[src/rtl/swfe_pkg.sv]
// Shared types and constants for the sync-word frame extractor.
// Depends on nothing; every other file of the block uses it.
`default_nettype none

package swfe_pkg;

   localparam int HEADER_BYTES_DEFAULT = 12;

   localparam int BYTE_BITS   = 8;
   localparam int SYNC_BITS   = 32;
   localparam int DIR_BITS    = 16;
   localparam int COORD_BITS  = 8;
   localparam int LEN_BITS    = 32;
   localparam int PICNUM_BITS = 16;

   localparam int CSR_INDEX_BITS = 2;
   localparam int CSR_DATA_BITS  = 32;

   localparam logic [CSR_INDEX_BITS-1:0] CSR_SYNC_WORD      = 2'd0;
   localparam logic [CSR_INDEX_BITS-1:0] CSR_DIRECTION_WORD = 2'd1;
   localparam logic [CSR_INDEX_BITS-1:0] CSR_COORD_BLOCK    = 2'd2;

   localparam logic [SYNC_BITS-1:0]  SYNC_WORD_RESET      = 32'h55BB_10A1;
   localparam logic [DIR_BITS-1:0]   DIRECTION_WORD_RESET = 16'h01B1;
   localparam logic [COORD_BITS-1:0] COORD_BLOCK_RESET    = 8'd64;

   typedef struct packed {
      logic [SYNC_BITS-1:0]  sync_word;
      logic [DIR_BITS-1:0]   direction_word;
      logic [COORD_BITS-1:0] coord_block_len;
   } cfg_type;

   typedef struct packed {
      logic [BYTE_BITS-1:0]   pic_byte;
      logic                   pic_last;
      logic [PICNUM_BITS-1:0] pic_number;
   } result_type;

endpackage

`default_nettype wire

[src/rtl/swfe_if.sv]
// Valid/ready channel interfaces for request, response and register writes.
// Depends on swfe_pkg for field widths.
`default_nettype none

interface swfe_req_if;
   logic                            valid;
   logic                            ready;
   logic [swfe_pkg::BYTE_BITS-1:0]  in_byte;

   modport source (output valid, output in_byte, input ready);
   modport sink   (input valid, input in_byte, output ready);
endinterface

interface swfe_rsp_if;
   logic                              valid;
   logic                              ready;
   logic [swfe_pkg::BYTE_BITS-1:0]    pic_byte;
   logic                              pic_last;
   logic [swfe_pkg::PICNUM_BITS-1:0]  pic_number;

   modport source (output valid, output pic_byte, output pic_last, output pic_number,
                   input ready);
   modport sink   (input valid, input pic_byte, input pic_last, input pic_number,
                   output ready);
endinterface

interface swfe_csr_if;
   logic                                 valid;
   logic                                 ready;
   logic [swfe_pkg::CSR_INDEX_BITS-1:0]  index;
   logic [swfe_pkg::CSR_DATA_BITS-1:0]   data;

   modport source (output valid, output index, output data, input ready);
   modport sink   (input valid, input index, input data, output ready);
endinterface

`default_nettype wire

[src/rtl/sync_word_frame_extractor.sv]
// Top level of the sync-word frame extractor: registers, core and output stage.
// Depends on swfe_pkg, swfe_if, swfe_csr, swfe_core and swfe_out_stage.
`default_nettype none

// Takes one stream byte per cycle while req_ch.ready is high and gives at most
// one picture byte for it in the next cycle, through a single output register.
// The header compare against the sliding window, the length subtract and the
// counters all settle between the input transfer and the output register, and
// req_ch.ready is low only while a held response is not taken. Header bytes and
// coordinate bytes give no response; pic_last marks the final byte of a picture
// and pic_number wraps at 65536. Register writes are always ready.
module sync_word_frame_extractor #(
   parameter int HEADER_BYTES = swfe_pkg::HEADER_BYTES_DEFAULT
) (
   input  wire          clock,
   input  wire          reset,
   swfe_req_if.sink     req_ch,
   swfe_rsp_if.source   rsp_ch,
   swfe_csr_if.sink     csr_ch
);

   swfe_pkg::cfg_type      cfg;
   swfe_pkg::result_type   res;
   swfe_pkg::result_type   out_data;
   logic                   res_valid;
   logic                   in_ready;
   logic                   accept;

   assign accept       = req_ch.valid && in_ready;
   assign req_ch.ready = in_ready;

   swfe_csr u_csr (
      .clock    (clock),
      .reset    (reset),
      .wr_valid (csr_ch.valid),
      .wr_ready (csr_ch.ready),
      .wr_index (csr_ch.index),
      .wr_data  (csr_ch.data),
      .cfg      (cfg)
   );

   swfe_core #(
      .HEADER_BYTES (HEADER_BYTES)
   ) u_core (
      .clock     (clock),
      .reset     (reset),
      .accept    (accept),
      .in_byte   (req_ch.in_byte),
      .cfg       (cfg),
      .res_valid (res_valid),
      .res       (res)
   );

   swfe_out_stage u_out (
      .clock     (clock),
      .reset     (reset),
      .load      (accept),
      .res_valid (res_valid),
      .res       (res),
      .in_ready  (in_ready),
      .out_valid (rsp_ch.valid),
      .out_ready (rsp_ch.ready),
      .out_data  (out_data)
   );

   assign rsp_ch.pic_byte   = out_data.pic_byte;
   assign rsp_ch.pic_last   = out_data.pic_last;
   assign rsp_ch.pic_number = out_data.pic_number;

endmodule

`default_nettype wire

[src/rtl/swfe_csr.sv]
// Configuration registers: sync word, direction word, coordinate block size.
// Depends on swfe_pkg for indexes, widths and reset values.
`default_nettype none

module swfe_csr (
   input  wire                                   clock,
   input  wire                                   reset,
   input  wire                                   wr_valid,
   output logic                                  wr_ready,
   input  wire  [swfe_pkg::CSR_INDEX_BITS-1:0]   wr_index,
   input  wire  [swfe_pkg::CSR_DATA_BITS-1:0]    wr_data,
   output swfe_pkg::cfg_type                     cfg
);

   swfe_pkg::cfg_type cfg_ff;
   swfe_pkg::cfg_type cfg_in;

   assign wr_ready = 1'b1;
   assign cfg      = cfg_ff;

   always_comb begin
      cfg_in = cfg_ff;
      if (wr_valid) begin
         unique case (wr_index)
            swfe_pkg::CSR_SYNC_WORD: begin
               cfg_in.sync_word = wr_data[swfe_pkg::SYNC_BITS-1:0];
            end
            swfe_pkg::CSR_DIRECTION_WORD: begin
               cfg_in.direction_word = wr_data[swfe_pkg::DIR_BITS-1:0];
            end
            swfe_pkg::CSR_COORD_BLOCK: begin
               cfg_in.coord_block_len = wr_data[swfe_pkg::COORD_BITS-1:0];
            end
            default: begin
               cfg_in = cfg_ff;
            end
         endcase
      end
   end

   always_ff @(posedge clock) begin
      if (reset) begin
         cfg_ff.sync_word       <= swfe_pkg::SYNC_WORD_RESET;
         cfg_ff.direction_word  <= swfe_pkg::DIRECTION_WORD_RESET;
         cfg_ff.coord_block_len <= swfe_pkg::COORD_BLOCK_RESET;
      end else begin
         cfg_ff <= cfg_in;
      end
   end

endmodule

`default_nettype wire

[src/rtl/swfe_core.sv]
// Header hunt, coordinate skip and payload counting, one byte per transfer.
// Depends on swfe_pkg for the configuration and result types.
`default_nettype none

module swfe_core #(
   parameter int HEADER_BYTES = swfe_pkg::HEADER_BYTES_DEFAULT
) (
   input  wire                                clock,
   input  wire                                reset,
   input  wire                                accept,
   input  wire  [swfe_pkg::BYTE_BITS-1:0]     in_byte,
   input  swfe_pkg::cfg_type                  cfg,
   output logic                               res_valid,
   output swfe_pkg::result_type               res
);

   localparam int FILL_BITS = $clog2(HEADER_BYTES + 1);
   localparam logic [FILL_BITS-1:0] FILL_FULL = FILL_BITS'(HEADER_BYTES);
   localparam logic [FILL_BITS-1:0] FILL_ALMOST = FILL_BITS'(HEADER_BYTES - 1);

   typedef enum logic [1:0] {
      PH_HUNT    = 2'd0,
      PH_SKIP    = 2'd1,
      PH_PAYLOAD = 2'd2
   } phase_type;

   phase_type                          phase_ff, phase_in;
   logic [swfe_pkg::BYTE_BITS-1:0]     win_ff [HEADER_BYTES];
   logic [swfe_pkg::BYTE_BITS-1:0]     win_in [HEADER_BYTES];
   logic [FILL_BITS-1:0]               fill_ff, fill_in;
   logic [swfe_pkg::LEN_BITS-1:0]      left_ff, left_in;
   logic [swfe_pkg::COORD_BITS-1:0]    coord_ff, coord_in;
   logic [swfe_pkg::PICNUM_BITS-1:0]   count_ff, count_in;

   logic                               full_next;
   logic                               match;
   logic [swfe_pkg::LEN_BITS-1:0]      frame_len;
   logic [swfe_pkg::LEN_BITS-1:0]      coord_wide;
   logic [swfe_pkg::COORD_BITS-1:0]    coord_dec;
   logic                               last;

   always_comb begin
      for (int i = 0; i < HEADER_BYTES - 1; i++) begin
         win_in[i] = win_ff[i+1];
      end
      win_in[HEADER_BYTES-1] = in_byte;
   end

   assign full_next  = (fill_ff == FILL_FULL) || (fill_ff == FILL_ALMOST);
   assign match      = full_next
                       && ({win_in[3], win_in[2], win_in[1], win_in[0]} == cfg.sync_word)
                       && ({win_in[11], win_in[10]} == cfg.direction_word);
   assign frame_len  = {win_in[7], win_in[6], win_in[5], win_in[4]};
   assign coord_wide = {{(swfe_pkg::LEN_BITS-swfe_pkg::COORD_BITS){1'b0}},
                        cfg.coord_block_len};
   assign coord_dec  = (coord_ff != '0) ? coord_ff - 1'b1 : coord_ff;
   assign last       = (left_ff <= swfe_pkg::LEN_BITS'(1));

   always_comb begin
      phase_in       = phase_ff;
      fill_in        = fill_ff;
      left_in        = left_ff;
      coord_in       = coord_ff;
      count_in       = count_ff;
      res_valid      = 1'b0;
      res.pic_byte   = in_byte;
      res.pic_last   = last;
      res.pic_number = count_ff;
      if (accept) begin
         unique case (phase_ff)
            PH_SKIP: begin
               coord_in = coord_dec;
               if (coord_dec == '0) begin
                  phase_in = PH_PAYLOAD;
               end
            end
            PH_PAYLOAD: begin
               res_valid = 1'b1;
               if (last) begin
                  left_in  = '0;
                  count_in = count_ff + 1'b1;
                  phase_in = PH_HUNT;
                  fill_in  = '0;
               end else begin
                  left_in = left_ff - 1'b1;
               end
            end
            default: begin
               phase_in = PH_HUNT;
               fill_in  = (fill_ff == FILL_FULL) ? fill_ff : fill_ff + 1'b1;
               if (match) begin
                  fill_in = '0;
                  if (frame_len > coord_wide) begin
                     left_in  = frame_len - coord_wide;
                     coord_in = cfg.coord_block_len;
                     phase_in = (cfg.coord_block_len != '0) ? PH_SKIP : PH_PAYLOAD;
                  end
               end
            end
         endcase
      end
   end

   always_ff @(posedge clock) begin
      if (reset) begin
         phase_ff <= PH_HUNT;
         fill_ff  <= '0;
         left_ff  <= '0;
         coord_ff <= '0;
         count_ff <= '0;
      end else begin
         phase_ff <= phase_in;
         fill_ff  <= fill_in;
         left_ff  <= left_in;
         coord_ff <= coord_in;
         count_ff <= count_in;
      end
   end

   always_ff @(posedge clock) begin
      if (accept && (phase_ff != PH_SKIP) && (phase_ff != PH_PAYLOAD)) begin
         win_ff <= win_in;
      end
   end

endmodule

`default_nettype wire

[src/rtl/swfe_out_stage.sv]
// Output register between the core and the response channel.
// Depends on swfe_pkg for the result type.
`default_nettype none

module swfe_out_stage (
   input  wire                    clock,
   input  wire                    reset,
   input  wire                    load,
   input  wire                    res_valid,
   input  swfe_pkg::result_type   res,
   output logic                   in_ready,
   output logic                   out_valid,
   input  wire                    out_ready,
   output swfe_pkg::result_type   out_data
);

   logic                   valid_ff, valid_in;
   swfe_pkg::result_type   data_ff, data_in;

   assign in_ready  = !valid_ff || out_ready;
   assign out_valid = valid_ff;
   assign out_data  = data_ff;

   always_comb begin
      valid_in = valid_ff;
      data_in  = data_ff;
      if (load) begin
         valid_in = res_valid;
         data_in  = res;
      end else if (out_ready) begin
         valid_in = 1'b0;
      end
   end

   always_ff @(posedge clock) begin
      if (reset) begin
         valid_ff <= 1'b0;
      end else begin
         valid_ff <= valid_in;
      end
   end

   always_ff @(posedge clock) begin
      data_ff <= data_in;
   end

endmodule

`default_nettype wire

[src/flat_wrapper.sv]
// flat-port wrapper written by rule: the top's interface ports become plain ports
module sync_word_frame_extractor_flat 
#(
   parameter int HEADER_BYTES = swfe_pkg::HEADER_BYTES_DEFAULT
)
  (clock, reset, req_ch_valid, req_ch_in_byte, req_ch_ready, rsp_ch_valid, rsp_ch_pic_byte, rsp_ch_pic_last, rsp_ch_pic_number, rsp_ch_ready, csr_ch_valid, csr_ch_index, csr_ch_data, csr_ch_ready);
  swfe_req_if req_ch_i ();
  swfe_rsp_if rsp_ch_i ();
  swfe_csr_if csr_ch_i ();
  input  wire clock;
  input  wire reset;
  input wire logic [$bits(req_ch_i.valid)-1:0] req_ch_valid;
  input wire logic [$bits(req_ch_i.in_byte)-1:0] req_ch_in_byte;
  output wire logic [$bits(req_ch_i.ready)-1:0] req_ch_ready;
  output wire logic [$bits(rsp_ch_i.valid)-1:0] rsp_ch_valid;
  output wire logic [$bits(rsp_ch_i.pic_byte)-1:0] rsp_ch_pic_byte;
  output wire logic [$bits(rsp_ch_i.pic_last)-1:0] rsp_ch_pic_last;
  output wire logic [$bits(rsp_ch_i.pic_number)-1:0] rsp_ch_pic_number;
  input wire logic [$bits(rsp_ch_i.ready)-1:0] rsp_ch_ready;
  input wire logic [$bits(csr_ch_i.valid)-1:0] csr_ch_valid;
  input wire logic [$bits(csr_ch_i.index)-1:0] csr_ch_index;
  input wire logic [$bits(csr_ch_i.data)-1:0] csr_ch_data;
  output wire logic [$bits(csr_ch_i.ready)-1:0] csr_ch_ready;
  assign req_ch_i.valid = req_ch_valid;
  assign req_ch_i.in_byte = req_ch_in_byte;
  assign req_ch_ready = req_ch_i.ready;
  assign rsp_ch_valid = rsp_ch_i.valid;
  assign rsp_ch_pic_byte = rsp_ch_i.pic_byte;
  assign rsp_ch_pic_last = rsp_ch_i.pic_last;
  assign rsp_ch_pic_number = rsp_ch_i.pic_number;
  assign rsp_ch_i.ready = rsp_ch_ready;
  assign csr_ch_i.valid = csr_ch_valid;
  assign csr_ch_i.index = csr_ch_index;
  assign csr_ch_i.data = csr_ch_data;
  assign csr_ch_ready = csr_ch_i.ready;
  sync_word_frame_extractor #(.HEADER_BYTES(HEADER_BYTES)) u_core (.clock(clock), .reset(reset), .req_ch(req_ch_i), .rsp_ch(rsp_ch_i), .csr_ch(csr_ch_i));
endmodule
[config.mk]
export PLATFORM = sky130hd
export DESIGN_NAME = sync_word_frame_extractor_flat
export DESIGN_NICKNAME = d
export VERILOG_FILES = /design/src/rtl/swfe_pkg.sv /design/src/rtl/swfe_if.sv /design/src/rtl/sync_word_frame_extractor.sv /design/src/rtl/swfe_csr.sv /design/src/rtl/swfe_core.sv /design/src/rtl/swfe_out_stage.sv /design/src/flat_wrapper.sv
export SDC_FILE = /design/constraint.sdc
export NUM_CORES = 1
export LEC_CHECK = 0
export BUFFER_PORTS_ARGS = -buffer_cell sky130_fd_sc_hd__buf_2
export CAP_MARGIN = 5
export CELL_PAD_IN_SITES_DETAIL_PLACEMENT = 1
export CELL_PAD_IN_SITES_GLOBAL_PLACEMENT = 1
export CORE_MARGIN = 10
export CORE_UTILIZATION = 50
export DETAILED_ROUTE_END_ITERATION = 10
export PLACE_DENSITY_LB_ADDON = 0.1
export SYNTH_ARGS = -nofsm -noshare
export SYNTH_HDL_FRONTEND = slang
export SYNTH_SLANG_ARGS = --single-unit
[constraint.sdc]
create_clock -name clock -period 12.3 [get_ports clock]
set_input_delay 1.845 -clock clock [delete_from_list [all_inputs] [get_ports clock]]
set_output_delay 1.845 -clock clock [all_outputs]
set_load 0.01 [all_outputs]
==> impl.org <==
** Route
- After the first detailed-routing iteration, the DRC count stood at 554.
- Routed length per instance :: 22.54 µm
- Routed WL :: 31420 µm
- The pre-antenna-repair detailed-routing pass consisted of 4 iterations.
- Post-route antenna net violation count :: 0
- Count of unresolved DRC violations after routing :: 0
- After detailed routing, the number of vias per cell comes to 6.002.
- Via count :: 8367

** STA
- Total setup violations reported at the end of the flow :: 0
- Count of final max-slew check failures :: 0
- Period Utilization, post-route :: 34.88%
- Adding up every negative setup slack in the final design gives 0 ns.
- On the final layout, the worst hold slack is 0.4186 ns.
- Setup slack on the critical path of the routed design comes to 8.010 ns.
- Final setup skew :: 0.02041 ns
- Subtracting the final worst setup slack from the clock period gives 4.290 ns.
- The final hold violation count is 0.
- Slew at the pin closest to its max-slew limit :: 1.229 ns
- Setup repair after global routing left no endpoint under its margin.
- Upper clock frequency limit :: 233.1 MHz
- Worst slew margin relative to its limit :: 18.04%

** GRT
- Wire length of the first global-routing pass :: 49850 µm
- For this run, the total global-route usage over all layers was measured as 22.00%.
- Entering global routing, the biggest net connects 92 pins.
- Final global-route overflow total :: 0
- Number of global-route vias before repair :: 8753
- The number of antenna violations at the first check in global routing was 1.

** Logic synthesis
- Proportion of synthesized flip-flops having asynchronous set or reset :: 0%
- The commonest cells after synthesis are sky130_fd_sc_hd__nand2_1, sky130_fd_sc_hd__dfxtp_1, sky130_fd_sc_hd__edfxtp_1, sky130_fd_sc_hd__a21oi_1, sky130_fd_sc_hd__nor2_1.
- Proportion of synthesized chip area in sequential cells :: 54.18%
- Area share of the leading cell type in the synthesized netlist :: 31.83%
- For this run, the number of Yosys warnings is 0.
- Post-Synthesis Cell Area :: 10660 µm²
- The synthesized design contains 232 register bits.
- Count of flip-flops with a built-in enable after synthesis :: 113
- After synthesis, the cell types taking the most area are sky130_fd_sc_hd__edfxtp_1, sky130_fd_sc_hd__dfxtp_1, sky130_fd_sc_hd__xor2_1.
- In this run, distinct cell masters in the synthesized netlist total 74.
- Post-synthesis cell type with the largest combined area :: sky130_fd_sc_hd__edfxtp_1
- Among all cell types in the netlist, the one instantiated most often is sky130_fd_sc_hd__nand2_1.
- Post-Syn Nets :: 1106
- Top flip-flop cell by instance count after synthesis :: sky130_fd_sc_hd__dfxtp_1
- Synth Instances :: 1041
- Average cell area after synthesis :: 10.24 µm²

** Clock tree
- The tree is rooted in a sky130_fd_sc_hd__clkbuf_16.
- CTS clk-pin slew, worst paths :: 0.06 ns
- Post-CTS setup-driven buffer insertion count :: 0
- Clock tree from TritonCTS :: built
- H-tree levels :: 1
- Hold repair after CTS inserted 0 buffers.
- The tree built by TritonCTS fans out to 232 sinks.
- Gates resized, CTS repair :: 0
- TritonCTS created 25 clock buffers.
- Clock Latency Late Sink :: 0.53 ns
- No sink is reached through more buffers than the 3 on the longest clock path.

** Finish
- Once layout is complete, the cells apart from fillers number 1394.
- Layout Cell Area excl Fill :: 12080 µm²
- Fin util :: 57.46%
- Cells with a size suffix above 1 make up 13.23% of the layout.
- The final layout contains 1165 nets.
- Synthesis-to-layout area growth :: 13.31%
- Ant diodes :: 0
- Fill cell count :: 2307

** Critical path
- For this design, the slowest cell found on the critical path is sky130_fd_sc_hd__nor4_2.
- Worst Setup Path Type :: in -> reg
- Data on the critical path arrives at its endpoint at 4.68 ns.
- Of all nets on the critical path, the largest fanout is 11.
- Crit path largest cell delay :: 0.70 ns
- STA classifies the critical path endpoint as a flip-flop.
- The cell family contributing the most delay on the critical path is simple AND/OR/NAND/NOR gates.
- Critical path required time :: 12.69 ns
- Traced cell by cell, the critical path runs through buf_2, xor2_1, nor4_1, nand4_1, nor4_2, and2_1, a221o_1, o22ai_1.
- CP Buf/Inv Count :: 1
- The worst setup path is launched from a primary input.

** Power and ir drop
- Power density cells :: 157.0 nW/µm²
- Worst vdd ir :: 0.0001059 V
- Static leakage power :: 4.510 nW
- Power consumption :: 1.897 mW

** Placed design
- Detailed placement HPWL :: 22040 µm
- Inst Count DP :: 1348
- The congestion estimate from routability-driven global placement came to 0.8855.
- In this run the tool buffered the top-level ports with 73 buffer cells.
- Timing analysis after detailed placement gives a worst setup slack of 7.519 ns.
- In this run the cell area measured after placement is 11240 µm².

** Worst hold path
- Tightest Hold Check Type :: reg -> reg

** Job
- Across the run, the number of max-cap violations was 0.

** Floorplanning
- The floorplan step defined a die boundary enclosing 27560 µm².
- The floorplan step set the die width to 166.0 µm.
- I/O pin cnt :: 75
- In this run the standard cell core region covers 21020 µm².
- The initial utilization of the core area, before any placement, comes to 50.71%.
- Row Count :: 53
- The die is 166.0 µm tall.

** Outcome
- The run finished with clean final reports.
-- flip-flops by register name (all words and copies together), names as in the netlist --
signal	count
u_core.u_csr.cfg	56
u_core.u_core.frame_len	32
u_core.u_core.phase_ff	2
u_core.u_core.win_ff	56
u_core.u_core.left_ff	32
u_core.u_out.out_valid	1
u_core.u_core.coord_ff	8
u_core.u_out.out_data	25
u_core.u_core.count_ff	16
u_core.u_core.fill_ff	4
-- routing by layer --
metal / GRT usage (%) / vias to the layer above / wire, µm
met1: 28.62 / 4183 / 13730
met2: 37.31 / 203 / 15560
li1: - / 3936 / -
met4: 5.932 / 2 / 708
met5: 0 / - / 13
met3: 3.265 / 43 / 1402
-- area by class of cell --
type | instances | area (µm²) | share of cell area [%]
repair buffers | 80 | 420.4 | 3.480
well taps | 275 | 344.1 | 2.849
flip-flops and latches | 232 | 5776 | 47.81
clock inverters | 13 | 151.4 | 1.253
inverters | 29 | 108.9 | 0.9012
multi-input cells | 732 | 4593 | 38.03
clock buffers | 33 | 685.7 | 5.676
-- placed cells by master (no fill, tap or decap), types with 7 or more instances in the layout --
cell | synthesis | layout
sky130_fd_sc_hd__o22ai_1 | 12 | 12
sky130_fd_sc_hd__o21ai_0 | 22 | 22
sky130_fd_sc_hd__a21oi_1 | 75 | 74
sky130_fd_sc_hd__o21a_1 | 7 | 7
sky130_fd_sc_hd__and3_1 | 9 | 9
sky130_fd_sc_hd__a211oi_1 | 9 | 9
sky130_fd_sc_hd__or4_1 | 9 | 9
sky130_fd_sc_hd__nand4_1 | 12 | 12
sky130_fd_sc_hd__clkbuf_16 | 0 | 25
sky130_fd_sc_hd__xor2_1 | 66 | 66
sky130_fd_sc_hd__nand2b_1 | 7 | 7
sky130_fd_sc_hd__inv_1 | 28 | 28
sky130_fd_sc_hd__edfxtp_1 | 113 | 113
sky130_fd_sc_hd__nor3_1 | 27 | 27
sky130_fd_sc_hd__or3_1 | 20 | 20
sky130_fd_sc_hd__nand3_1 | 40 | 40
sky130_fd_sc_hd__nor4_1 | 30 | 30
sky130_fd_sc_hd__o32ai_1 | 7 | 7
sky130_fd_sc_hd__nor2_1 | 72 | 71
sky130_fd_sc_hd__dfxtp_1 | 119 | 119
sky130_fd_sc_hd__a32o_1 | 9 | 9
sky130_fd_sc_hd__ha_1 | 17 | 17
sky130_fd_sc_hd__buf_4 | 3 | 8
sky130_fd_sc_hd__nand2_1 | 135 | 135
sky130_fd_sc_hd__buf_2 | 6 | 72
sky130_fd_sc_hd__mux2i_1 | 12 | 12
sky130_fd_sc_hd__xnor2_1 | 23 | 23
sky130_fd_sc_hd__or2_2 | 9 | 9
sky130_fd_sc_hd__o31ai_1 | 12 | 12
-- cells by family after synthesis --
group / Yosys count / share of synthesized area, %
AO/OA/AOI/OAI: 208 / 13.02
adder cells (fa/ha/maj): 18 / 2.183
multiplexers: 13 / 1.232
flip-flops: 232 / 54.18
AND/OR/NAND/NOR: 403 / 19.15
buffers and inverters: 77 / 2.887
other: 1 / 0.03518
XOR/XNOR: 89 / 7.312
-- worst register-to-register path, stage by stage, from the launching register on --
cell and delay [ns]:
sky130_fd_sc_hd__edfxtp_1 0.41, sky130_fd_sc_hd__inv_1 0.09, sky130_fd_sc_hd__ha_1 0.21, sky130_fd_sc_hd__fa_1 0.40
sky130_fd_sc_hd__nand2b_1 0.18, sky130_fd_sc_hd__a211oi_1 0.69, sky130_fd_sc_hd__o21ai_0 0.23, sky130_fd_sc_hd__a41oi_1 0.28
sky130_fd_sc_hd__a21oi_2 0.09, sky130_fd_sc_hd__buf_4 0.26, sky130_fd_sc_hd__nor2_1 0.73, sky130_fd_sc_hd__a32o_1 0.23
-- power breakdown --
| group | switching, mW | internal (mW) |
|---|---|---|
| Clock | 0.311 | 0.456 |
| Sequential | 0.0403 | 0.862 |
| Combinational | 0.152 | 0.0759 |
| Total | 0.503 | 1.39 |
-- final timing paths --
kind / startpoint / end / slack, ns / cells after the start
setup reg to reg: u_core.u_core.frame_len[0] / u_core.u_core.left_ff[17] / 8.43 / 11
hold / removal: u_core.u_core.win_ff[15] / u_core.u_core.win_ff[23] / 0.42 / 0
setup / recovery: req_ch_in_byte[2] / u_core.u_core.left_ff[6] / 8.01 / 8
hold reg to reg: u_core.u_core.win_ff[15] / u_core.u_core.win_ff[23] / 0.42 / 0
Note: power is estimated with default switching activity, not from simulation.
